===== config.mk =====
export PLATFORM = sky130hd
export DESIGN_NAME = command_frame_parser_unit
export DESIGN_NICKNAME = d
export VERILOG_FILES = /design/src/hw/rtl/cfp_pkg.sv /design/src/hw/rtl/command_frame_parser_unit.sv
export SDC_FILE = /design/constraint.sdc
export NUM_CORES = 1
export LEC_CHECK = 0
export BUFFER_PORTS_ARGS = -buffer_cell sky130_fd_sc_hd__buf_2
export CORE_MARGIN = 2
export CORE_UTILIZATION = 62
export CTS_CLUSTER_DIAMETER = 40
export DETAILED_ROUTE_END_ITERATION = 8
export PLACE_DENSITY = 0.82
export RECOVER_POWER = 50
export SYNTH_ARGS = -nofsm -noshare
export SYNTH_HDL_FRONTEND = slang
export SYNTH_SLANG_ARGS = --single-unit

===== constraint.sdc =====
create_clock -name clk_i -period 9.55 [get_ports clk_i]
set_input_delay 1.91 -clock clk_i [delete_from_list [all_inputs] [get_ports clk_i]]
set_output_delay 1.91 -clock clk_i [all_outputs]
set_load 0.005 [all_outputs]

===== src/hw/rtl/cfp_pkg.sv =====
// Shared constants and widths for the command frame parser.
package cfp_pkg;

  // Field widths of the byte stream and of one result.
  localparam int unsigned ByteW    = 8;
  localparam int unsigned TargetW  = 3;
  localparam int unsigned ValueW   = 32;
  localparam int unsigned CountW   = 8;
  localparam int unsigned ResultW  = ByteW + TargetW + ValueW;
  localparam int unsigned OutDataW = ((ResultW + 7) / 8) * 8;

  // Only the first bytes of a payload ever reach the value word; later ones are counted only.
  localparam int unsigned StoreDepth = ValueW / ByteW;
  localparam int unsigned StoreIdxW  = $clog2(StoreDepth);

  // Sync pair that opens every frame.
  localparam logic [ByteW-1:0] SyncFirst  = 8'hFF;
  localparam logic [ByteW-1:0] SyncSecond = 8'hAA;

  // Command codes.
  localparam logic [ByteW-1:0] CmdThrottle = 8'h01;
  localparam logic [ByteW-1:0] CmdP        = 8'h02;
  localparam logic [ByteW-1:0] CmdD        = 8'h03;
  localparam logic [ByteW-1:0] CmdI        = 8'h04;
  localparam logic [ByteW-1:0] CmdAngleX   = 8'h05;
  localparam logic [ByteW-1:0] CmdAngleY   = 8'h06;
  localparam logic [ByteW-1:0] CmdAngleZ   = 8'h07;

  // Target codes.
  localparam logic [TargetW-1:0] TgtThrottle = 3'd0;
  localparam logic [TargetW-1:0] TgtUnknown  = 3'd7;

  // Parser phase codes.
  localparam int unsigned PhaseW = 3;
  localparam logic [PhaseW-1:0] PhHunt  = 3'd0;
  localparam logic [PhaseW-1:0] PhSync2 = 3'd1;
  localparam logic [PhaseW-1:0] PhCmd   = 3'd2;
  localparam logic [PhaseW-1:0] PhLen   = 3'd3;
  localparam logic [PhaseW-1:0] PhData  = 3'd4;

endpackage


===== src/hw/rtl/command_frame_parser_unit.sv =====
// Top level of the command frame parser: sync hunt, header capture, payload store, result.
// The byte that completes a frame loads the output register; the result shows in the next cycle.
// One byte per cycle unless stalled; the phase register and its logic take one pass a byte.
// The input stalls only when the next byte may complete a frame while a result is still held.
// Reset clears the phase, header holds, payload count, payload store and output valid at once.
module command_frame_parser_unit
  import cfp_pkg::*;
(
  input  logic                clk_i,
  input  logic                rst_ni,
  input  logic                s_axis_tvalid_i,
  output logic                s_axis_tready_o,
  input  logic [ByteW-1:0]    s_axis_tdata_i,   // [7:0] rx_byte
  output logic                m_axis_tvalid_o,
  input  logic                m_axis_tready_i,
  output logic [OutDataW-1:0] m_axis_tdata_o    // [7:0] cmd_code, [10:8] target, [42:11] value
);

  logic [PhaseW-1:0]  phase_q, phase_d;
  logic [ByteW-1:0]   cmd_q, cmd_d;
  logic [ByteW-1:0]   len_q, len_d;
  logic [CountW-1:0]  count_q, count_d, count_inc;
  logic [ByteW-1:0]   store_q [StoreDepth];
  logic [ByteW-1:0]   store_d [StoreDepth];
  logic               out_valid_q, out_valid_d;
  logic [OutDataW-1:0] out_data_q, out_data_d;
  logic               accept;
  logic               may_emit;
  logic               emit;
  logic [TargetW-1:0] tgt;
  logic [ValueW-1:0]  val;
  logic [ValueW-1:0]  word;

  // A result can only arise in the payload phase when the count reaches the length.
  assign may_emit = (phase_q == PhData) &&
                    ((count_q == len_q) || ((count_q + CountW'(1)) == len_q));

  assign s_axis_tready_o = !out_valid_q || m_axis_tready_i || !may_emit;
  assign accept          = s_axis_tvalid_i && s_axis_tready_o;

  // Next-state logic of the parser for one accepted byte.
  always_comb begin
    phase_d   = phase_q;
    cmd_d     = cmd_q;
    len_d     = len_q;
    count_d   = count_q;
    count_inc = count_q;
    store_d   = store_q;
    emit      = 1'b0;
    if (accept) begin
      case (phase_q)
        PhSync2: begin
          phase_d = (s_axis_tdata_i == SyncSecond) ? PhCmd : PhHunt;
        end
        PhCmd: begin
          cmd_d   = s_axis_tdata_i;
          phase_d = PhLen;
        end
        PhLen: begin
          len_d   = s_axis_tdata_i;
          phase_d = PhData;
        end
        PhData: begin
          if (count_q < len_q) begin
            if (count_q < CountW'(StoreDepth)) begin
              store_d[count_q[StoreIdxW-1:0]] = s_axis_tdata_i;
            end
            count_inc = count_q + CountW'(1);
          end
          count_d = count_inc;
          if (count_inc == len_q) begin
            emit    = 1'b1;
            count_d = '0;
            phase_d = PhHunt;
          end
        end
        default: begin
          // Hunting, and any phase code that cannot arise.
          phase_d = (s_axis_tdata_i == SyncFirst) ? PhSync2 : PhHunt;
        end
      endcase
    end
  end

  // Result fields, built from the store including the byte written this cycle.
  assign word = {store_d[3], store_d[2], store_d[1], store_d[0]};

  always_comb begin
    if (cmd_q == CmdThrottle) begin
      tgt = TgtThrottle;
      val = {{(ValueW - ByteW){1'b0}}, store_d[0]};
    end else if (cmd_q inside {[CmdP:CmdAngleZ]}) begin
      tgt = TargetW'(cmd_q - ByteW'(1));
      val = word;
    end else begin
      tgt = TgtUnknown;
      val = '0;
    end
  end

  // Output register: loads on a completed frame, empties on a transfer.
  always_comb begin
    out_valid_d = out_valid_q;
    out_data_d  = out_data_q;
    if (accept && emit) begin
      out_valid_d = 1'b1;
      out_data_d  = {{(OutDataW - ResultW){1'b0}}, val, tgt, cmd_q};
    end else if (m_axis_tready_i) begin
      out_valid_d = 1'b0;
    end
  end

  // Control state and payload store.
  always_ff @(posedge clk_i or negedge rst_ni) begin
    if (!rst_ni) begin
      phase_q     <= PhHunt;
      cmd_q       <= '0;
      len_q       <= '0;
      count_q     <= '0;
      out_valid_q <= 1'b0;
      for (int i = 0; i < StoreDepth; i++) begin
        store_q[i] <= '0;
      end
    end else begin
      phase_q     <= phase_d;
      cmd_q       <= cmd_d;
      len_q       <= len_d;
      count_q     <= count_d;
      out_valid_q <= out_valid_d;
      store_q     <= store_d;
    end
  end

  // Result payload needs no reset.
  always_ff @(posedge clk_i) begin
    out_data_q <= out_data_d;
  end

  assign m_axis_tvalid_o = out_valid_q;
  assign m_axis_tdata_o  = out_data_q;

endmodule


Word level (Yosys, flattened, before mapping)
Index checks and enable logic that the tools add are counted.
{ "word_totals": {"in_bits": 12, "elab_cells": 72, "register_bits": 103, "out_inout_bits": 50} }
{ "op_classes": {"n_addsub": 2, "eq_ne": 11, "n_mux": 23, "n_lt_le_gt_ge": 6, "n_reduce_logical": 16, "n_bitwise": 2} }
{ "op_table": {"columns": ["operator", "n"], "rows": [
  ["two-way mux 32 bit", 4],
  ["two-way mux 8 bit", 7],
  ["bitwise mux 32 bit", 1],
  ["== test 8 bit", 3],
  ["demux 8 bit (select 2 bit)", 1],
  ["== test 8 bit (second input constant)", 2],
  ["case mux 3 bit (4 select lines)", 1],
  ["adder 8 x 1 -> 8 bit (second input constant)", 1],
  ["== test 8 x 1 -> 1 bit (second input constant)", 1],
  [">= comparator 8 x 2 -> 1 bit (second input constant)", 1],
  ["<= comparator 8 x 3 -> 1 bit (second input constant)", 1],
  ["< comparator 8 x 3 -> 1 bit (second input constant)", 1],
  ["< comparator 8 bit", 1],
  ["AND reduction 2 bit", 4],
  ["== test 3 x 2 -> 1 bit (second input constant)", 2],
  ["two-way mux 1 bit", 6],
  ["two-way mux 3 bit", 2],
  ["logical AND 1 bit", 5],
  ["== test 3 x 1 -> 1 bit (second input constant)", 1],
  ["== test 3 bit (second input constant)", 1],
  [">= comparator 3 bit (second input constant)", 1],
  ["logical OR 1 bit", 3],
  ["< comparator 3 x 1 -> 1 bit (second input constant)", 1],
  ["NOT 2 -> 3 bit", 1],
  ["7 further kinds", 8]
]} }

Depth between registers and ports, before layout
Gate-level depths: netlist of the first run.
{ "logic_depth": {"depth_word": 14, "ltp_mapped": 11, "mapped_depth_nobuf": 10} }

Worst setup path before layout of the first run
Ideal clock, no wire load.
{ "synth_timing": {"path_kind": "in2out", "start": "in m_axis_tready_i", "end": "out s_axis_tready_o", "path_stages": 2, "t_required_ns": 7.640, "path_slack_ns": 5.341, "path_buffers": 0, "arrival_ns": 2.299, "path_cell_list": "nor2b_1 o211ai_1"} }
{ "synth_between": {"elab_chain_cells": 2} }
{ "synth_lines": {"columns": ["element", "line", "source"], "rows": [
  ["start: declaration", "command_frame_parser_unit.sv:15", "input logic m_axis_tready_i,"],
  ["logical OR 1 bit (2 in a row)", "command_frame_parser_unit.sv:38", "assign s_axis_tready_o = !out_valid_q || m_axis_tready_i || !may_emit;"],
  ["end: declaration", "command_frame_parser_unit.sv:12", "output logic s_axis_tready_o,"]
]} }
No other way between the ends.

Worst setup path after layout of the first run
{ "layout_timing": {"start": "reg count_q[1]", "end": "out s_axis_tready_o"} }
{ "layout_between": {"elab_chain_cells": 6, "elab_cells_between_ends": 7, "cone_classes": "add/sub (1); eq/ne (2); reduce/logical (4)"} }
{ "layout_lines": {"columns": ["element", "line", "source"], "rows": [
  ["start: declaration", "command_frame_parser_unit.sv:22", "logic [CountW-1:0] count_q, count_d, count_inc;"],
  ["start signal: assignment", "command_frame_parser_unit.sv:128", "count_q <= count_d;"],
  ["adder 8 x 1 -> 8 bit", "command_frame_parser_unit.sv:36", "((count_q == len_q) || ((count_q + CountW'(1)) == len_q));"],
  ["== test 8 bit", "command_frame_parser_unit.sv:36", null],
  ["logical OR 1 bit (*)", "command_frame_parser_unit.sv:36", null],
  ["logical AND 1 bit (*)", "command_frame_parser_unit.sv:35", "assign may_emit = (phase_q == PhData) &&"],
  ["logical NOT 1 bit (*)", "command_frame_parser_unit.sv:38", null],
  ["logical OR 1 bit (*)", "command_frame_parser_unit.sv:38", null]
]} }
Mark *: on every way between the ends. The rest lies on a longest branch, timed or not.

==> results of run 1 <==
[synthesized netlist by cell type, types with 6 or more instances]
| master | instances | area [µm²] |
|---|---|---|
| mux2_2 | 15 | 169 |
| nor2b_1 | 34 | 213 |
| a21oi_1 | 8 | 40.0 |
| xnor2_1 | 7 | 61.3 |
| buf_4 | 8 | 60.1 |
| inv_1 | 15 | 56.3 |
| clkbuf_1 | 6 | 22.5 |
| xor2_1 | 6 | 52.6 |
| nor3_1 | 10 | 50.1 |
| dfrtp_1 | 60 | 1500 |
| nand4_1 | 6 | 37.5 |
| o21ai_0 | 9 | 45.0 |
| o21ai_1 | 6 | 30.0 |
| edfxtp_1 | 43 | 1290 |
| mux2_4 | 32 | 480 |
| ha_1 | 15 | 188 |
| nor2_1 | 16 | 60.1 |
| nand2_1 | 12 | 45.0 |
[registers in the layout, summed over array words and instances (netlist names)]
register / count
m_axis_tdata_o: 43
len_q: 8
count_q: 8
phase_q: 3
cmd_q: 8
m_axis_tvalid_o: 1
store_q: 32
[cells by family after synthesis]
group / after synthesis / share of synthesized area (%)
and+or+nand+nor: 118 / 14.2
DFF: 103 / 55.5
AOI/OAI and AO/OA: 51 / 7.21
muxes: 47 / 12.9
buffers and inverters: 36 / 3.95
adders and majority gates: 16 / 3.93
xor gates and xnor gates: 13 / 2.26
other: 1 / 0.0745
[per-layer routing]
metal  part of all wire, %  vias to the layer above  track usage [%]
met5                     0                        -                0
met4                   2.6                        0             9.42
met3                   5.8                       27             5.30
met2                    48                      103             38.4
met1                    43                     1583             32.1
li1                      -                     1490                -
[where the power goes]
group / switching (µW) / total, µW / internal (µW)
clock: 161 / 270 / 109
sequential: 2.36 / 463 / 461
combinational: 27.5 / 36.2 / 8.68
total: 191 / 770 / 579
[stage by stage]
step / util (%) / worst slack [ps] / hold slack (ps) / cell area, µm²
after global placement: 68.4 / 5100 / 452 / 5340
after detailed placement: 68.4 / 5060 / 456 / 5340
after CTS: 71.0 / 4900 / 478 / 5540
final: 70.5 / 4890 / 480 / 5510
after global routing: 70.5 / 4370 / 505 / 5510
after floorplan: - / 5340 / 434 / 5050
[worst min-delay path by stage]
stage	slack [ps]	cells past startpoint	start	end
5_1_grt	500	0	cmd_q[4]	m_axis_tdata_o[4]
6_report	480	0	cmd_q[7]	m_axis_tdata_o[7]
3_5_place_dp	460	0	cmd_q[7]	m_axis_tdata_o[7]
4_1_cts	480	0	cmd_q[7]	m_axis_tdata_o[7]
2_1_floorplan	430	0	cmd_q[6]	m_axis_tdata_o[6]
3_3_place_gp	450	0	cmd_q[7]	m_axis_tdata_o[7]
[layout make-up]
type | instances | area, µm² | area share (%)
clock buffer | 10 | 138 | 2.50
clock inverter | 6 | 62.6 | 1.14
inverter | 15 | 56.3 | 1.02
multi-input combinational | 250 | 2060 | 37.4
sequential | 103 | 2790 | 50.7
tap | 102 | 128 | 2.32
timing repair buffer | 60 | 273 | 4.95
[worst max-delay path: stages (launching register included)]
cell,delay [ps]
dfrtp_1,540
ha_1,350
and3_1,280
a31oi_1,120
or4_1,540
a211oi_1,260
o211ai_1,140
buf_2,160
[cells in the final DEF, fill, tap and decap left out, drive strengths merged, types with 4 or more instances in the layout]
master,n
nor3,11
dfrtp,60
ha,15
o21ai,15
a21o,4
o211ai,4
edfxtp,43
or3,5
xor2,6
nand4,6
nor2b,34
mux2,47
buf,36
inv,18
nor2,16
or4,5
clkbuf,34
a21oi,8
xnor2,7
nand2,12
conb,5
nand3,7
and4b,4
==> results.json, run 1 <==
{
  "antenna_found_initial": 0,
  "grt_pass1_vias": 3184,
  "grt_usage_pct": 24.0,
  "arrival_ps": 2750,
  "routed_wl_mm": 9.92,
  "outcome": "complete, but fails checks",
  "path_class": "reg -> out",
  "grt_setup_unrepaired": "no",
  "gp_congestion": 0.907,
  "cts-resized-gates": 0,
  "required_ps": 7640,
  "cts_buffer_depth": 2,
  "first_pass_iters": 4,
  "clkTransAtPathRegs_ps": 100,
  "vias_per_cell": 5.87,
  "cellLeakagePower_uw": 0.00247,
  "synthArstFlopShare_pct": 58.3,
  "seq_area_frac_synth_pct": 55.5,
  "startpoint_type": "register",
  "numCtsBuffers": 9,
  "cts_tree": "built",
  "ys_warn_count": 0,
  "clock-root-buffer": "clkbuf_8",
  "worstMarginPinSlew_ps": 3180,
  "insertion_delay_ps": 370,
  "placementRows": 32,
  "ios": 62,
  "drt-initial-drc-count": 172,
  "drc": 0,
  "io_buffers": 56,
  "netlist_instances": 385,
  "clock_sinks": 103,
  "die_h_um": 94.1,
  "end_kind": "output pin",
  "r2r_start": "count_q[5]",
  "violations": "capacitance limit, slew limit",
  "reg2reg_to": "m_axis_tdata_o[2]",
  "floorplan.initialDensity_pct": 64.5,
  "finalMaxSlewViolations": 61,
  "ff2ff_path_depth": 8,
  "core-area_um2": 7810,
  "fin_cells": 546,
  "ir_worst_vdd_uv": 115,
  "dp.final_hpwl_mm": 6.66,
  "cts_max_level": 3,
  "die_w_um": 94.1,
  "synth_seq_cells": 103,
  "yosys_most_used_dff": "dfrtp_1",
  "finalSetupViolCount": 0,
  "fmax_ghz": 0.214,
  "design.die.area_um2": 8850,
  "power_uw": 770,
  "wl_per_cell_um": 18.2,
  "cp_max_fo": 7,
  "grt_max_degree": 61,
  "crit_end": "s_axis_tready_o",
  "n_antenna_cell": 0,
  "hp-class": "reg -> reg",
  "skew_ps": 11.6,
  "synth_edf_count": 43,
  "slew_headroom_pct": -112,
  "grt_pass1_wl_mm": 16.0,
  "synth.avg_cell_area_um2": 13.1,
  "fill_cells": 577,
  "final.setup.tns_ps": 0,
  "drive_gt1_share_pct": 23.9,
  "postCtsSetupBuffers": 0,
  "vias": 3203,
  "ant_nets": 0,
  "syn_to_final_growth_pct": 9.42,
  "placedCellCount": 530,
  "rrSetupSlack_ps": 5360,
  "finalHoldViolCount": 0,
  "startpoint": "count_q[1]",
  "synth_area_um2": 5030,
  "cap_violations": 1,
  "nets": 466,
  "power_density_nw_per_um2": 140,
  "grt-ovfl-total": 0,
  "finalCritPeriodShare_pct": 48.8,
  "cts_hold_buffers": 0,
  "period_needed_ps": 4660,
  "synth.distinct_cells": 55
}
Power figures use the tool's default switching activity.
==> run 2: changes to the inputs <==
--- a/config.mk
+++ b/config.mk
@@ -5,12 +5,13 @@
 export SDC_FILE = /design/constraint.sdc
 export NUM_CORES = 1
 export LEC_CHECK = 0
+export ABC_AREA = 1
 export BUFFER_PORTS_ARGS = -buffer_cell sky130_fd_sc_hd__buf_2
 export CORE_MARGIN = 2
-export CORE_UTILIZATION = 62
+export CORE_UTILIZATION = 54
 export CTS_CLUSTER_DIAMETER = 40
 export DETAILED_ROUTE_END_ITERATION = 8
-export PLACE_DENSITY = 0.82
+export PLACE_DENSITY = 0.75
 export RECOVER_POWER = 50
 export SYNTH_ARGS = -nofsm -noshare
 export SYNTH_HDL_FRONTEND = slang
==> constraint.sdc (replaced) <==
create_clock -name clk_i -period 3.8 [get_ports clk_i]
set_input_delay 0.76 -clock clk_i [delete_from_list [all_inputs] [get_ports clk_i]]
set_output_delay 0.76 -clock clk_i [all_outputs]
set_load 0.005 [all_outputs]
==> results.json, run 2 <==
{
  "synth_seq_cells": 103,
  "rrSetupSlack_ps": 600,
  "reg2reg_to": "len_q[5]",
  "outcome": "complete, but fails checks",
  "synthTopCellsByArea": "dfrtp_1 24%, edfxtp_1 21%, nand2_1 19%",
  "ff2ff_path_depth": 15,
  "slew_headroom_pct": -40.7,
  "grt_max_degree": 67,
  "worst_slack_ps": 534,
  "ant_nets": 0,
  "gp_congestion": 0.891,
  "final_common_cell": "nand2_1",
  "core-area_um2": 11400,
  "grt-ovfl-total": 0,
  "skew_ps": 11.2,
  "cellLeakagePower_uw": 0.00318,
  "p_comb_share_pct": 19.1,
  "min_from": "cmd_q[5]",
  "clkTransAtPathRegs_ps": 70,
  "placementRows": 39,
  "violations": "capacitance limit, slew limit",
  "antenna_found_initial": 0,
  "synth_area_um2": 6280,
  "gr-usage-met1_pct": 34.2,
  "grt_pass1_wl_mm": 24.1,
  "final.setup.tns_ps": 0,
  "finalSetupViolCount": 0,
  "wl_per_cell_um": 14.1,
  "grt_usage_pct": 23.8,
  "yosysTopAreaCellShare_pct": 23.9,
  "n_antenna_cell": 0,
  "nets": 916,
  "ys_warn_count": 0,
  "yosys_most_used_dff": "dfrtp_1",
  "p_sw_uw": 790,
  "worstHoldEndpoint": "m_axis_tdata_o[5]",
  "startpoint_type": "register",
  "syn_to_final_growth_pct": 9.27,
  "hold_slack_ps": 478,
  "seq_area_frac_synth_pct": 44.5,
  "drc": 0,
  "cp_slowest_cell": "dfrtp_1",
  "cts_buffer_depth": 2,
  "netlist_instances": 854,
  "synth_edf_count": 43,
  "critPathMostFrequentCell": "nor2_1",
  "dp.final_hpwl_mm": 9.71,
  "fmax_ghz": 0.306,
  "power_density_nw_per_um2": 385,
  "required_ps": 3040,
  "io_buffers": 56,
  "crit_buf_inv": 2,
  "synth_top_cell_by_area": "dfrtp_1",
  "grt_pass1_vias": 4885,
  "worstMarginPinSlew_ps": 2110,
  "floorplan.initialDensity_pct": 55.2,
  "synth.avg_cell_area_um2": 7.35,
  "r2r_start": "count_q[1]",
  "postCtsSetupBuffers": 0,
  "pwr-share-clk_pct": 32.4,
  "finalCritPeriodShare_pct": 85.9,
  "hp-class": "reg -> reg",
  "seqPwrFrac_pct": 48.5,
  "ir_worst_vdd_uv": 215,
  "ios": 62,
  "grt.busiest_layer": "met2",
  "routed_wl_mm": 14.6,
  "first_pass_iters": 6,
  "grtUsageMet3_pct": 3.70,
  "die_h_um": 112,
  "hold_depth": 0,
  "synthArstFlopShare_pct": 58.3,
  "grt_setup_unrepaired": "no",
  "cp_max_fo": 18,
  "vias_per_cell": 5.36,
  "end_kind": "output pin",
  "post-place-ws_ps": 724,
  "cts_hold_buffers": 0,
  "clock-root-buffer": "clkbuf_16",
  "vias": 5556,
  "grtUsageMet2_pct": 37.1,
  "numCtsBuffers": 9,
  "drt-initial-drc-count": 364,
  "drive_gt1_share_pct": 10.3,
  "yosysMostFrequentCell": "nand2_1",
  "cts_tree": "built",
  "synth.distinct_cells": 34,
  "largest_register_ffs": 43,
  "insertion_delay_ps": 350,
  "worstPathCellList": "ha_1 -> buf_4 -> xnor2_1 -> nor2_1 -> nor2_1 -> nand3_1 -> nor2_1 -> nand3_1 -> nand2_2 -> nand2_4 -> buf_2",
  "startpoint": "count_q[0]",
  "period_needed_ps": 3270,
  "clock_sinks": 103,
  "arrival_ps": 2510,
  "cts_max_level": 3,
  "synthTopCellsByCount": "311 x nand2_1, 120 x o21ai_0, 68 x nand3_1",
  "cap_violations": 1,
  "cts-resized-gates": 0,
  "p_int_uw": 1850,
  "finalMaxSlewViolations": 38,
  "swShare_pct": 29.9,
  "critPathTopFamily": "simple AND/OR/NAND/NOR gates",
  "finalHoldViolCount": 0,
  "most-common-layout-cells": "311 x nand2_1, 120 x o21ai_0, 68 x nand3_1, 66 x inv_1, 60 x dfrtp_1",
  "post-route-util_pct": 60.3,
  "path_class": "reg -> out",
  "die_w_um": 112,
  "slowest_delay_ps": 470,
  "design.die.area_um2": 12500
}
run 2: cell type report:
type / instances / area, µm²
Clock buffer: 10 / 229
Clock inverter: 6 / 35.0
Fill cell: 1022 / 4510
Inverter: 66 / 248
Multi-Input combinational cell: 638 / 3010
Sequential cell: 103 / 2790
Tap cell: 143 / 179
Timing Repair Buffer: 71 / 369
run 2: metrics by stage:
step | total power, µW | cells | instance area [µm²]
2_1_floorplan | 1690 | 858 | 6290
3_3_place_gp | 1780 | 1021 | 6620
3_5_place_dp | 1800 | 1021 | 6620
4_1_cts | 2650 | 1037 | 6890
5_1_grt | 2800 | 1037 | 6860
6_report | 2640 | 1037 | 6860
run 2: worst max-delay path by stage:
stage | cells past startpoint | slack [ps] | endpoint
after CTS | 11 | 540 | s_axis_tready_o
final | 11 | 530 | s_axis_tready_o
after floorplan | 14 | 300 | m_axis_tdata_o[0]
after global routing | 17 | 240 | m_axis_tdata_o[14]
after detailed placement | 17 | 720 | m_axis_tdata_o[36]
after global placement | 14 | 670 | m_axis_tdata_o[42]
run 2: cell families (layout without fill, tap and decap cells):
family,count (synthesis),count (layout),synth area share (%)
other,1,5,0.0598
and+or+nand+nor,421,421,28.1
xor gates and xnor gates,5,5,0.698
DFF,103,103,44.5
buffers and inverters,117,153,7.97
AOI/OAI and AO/OA,192,192,15.7
adders and majority gates,15,15,2.99
run 2: layer usage:
metal,up-vias,share of wire [%]
met3,23,5.1
li1,2864,-
met4,0,1.9
met1,2528,47
met2,141,46
met5,-,0
run 2: power groups by stage:
stage                     logic (µW)  clock network, µW  registers (µW)
after floorplan                  404                  0            1290
after global placement           486                  0            1300
after detailed placement         501                  0            1300
after CTS                        504                869            1280
after global routing             594                919            1290
final                            504                857            1280
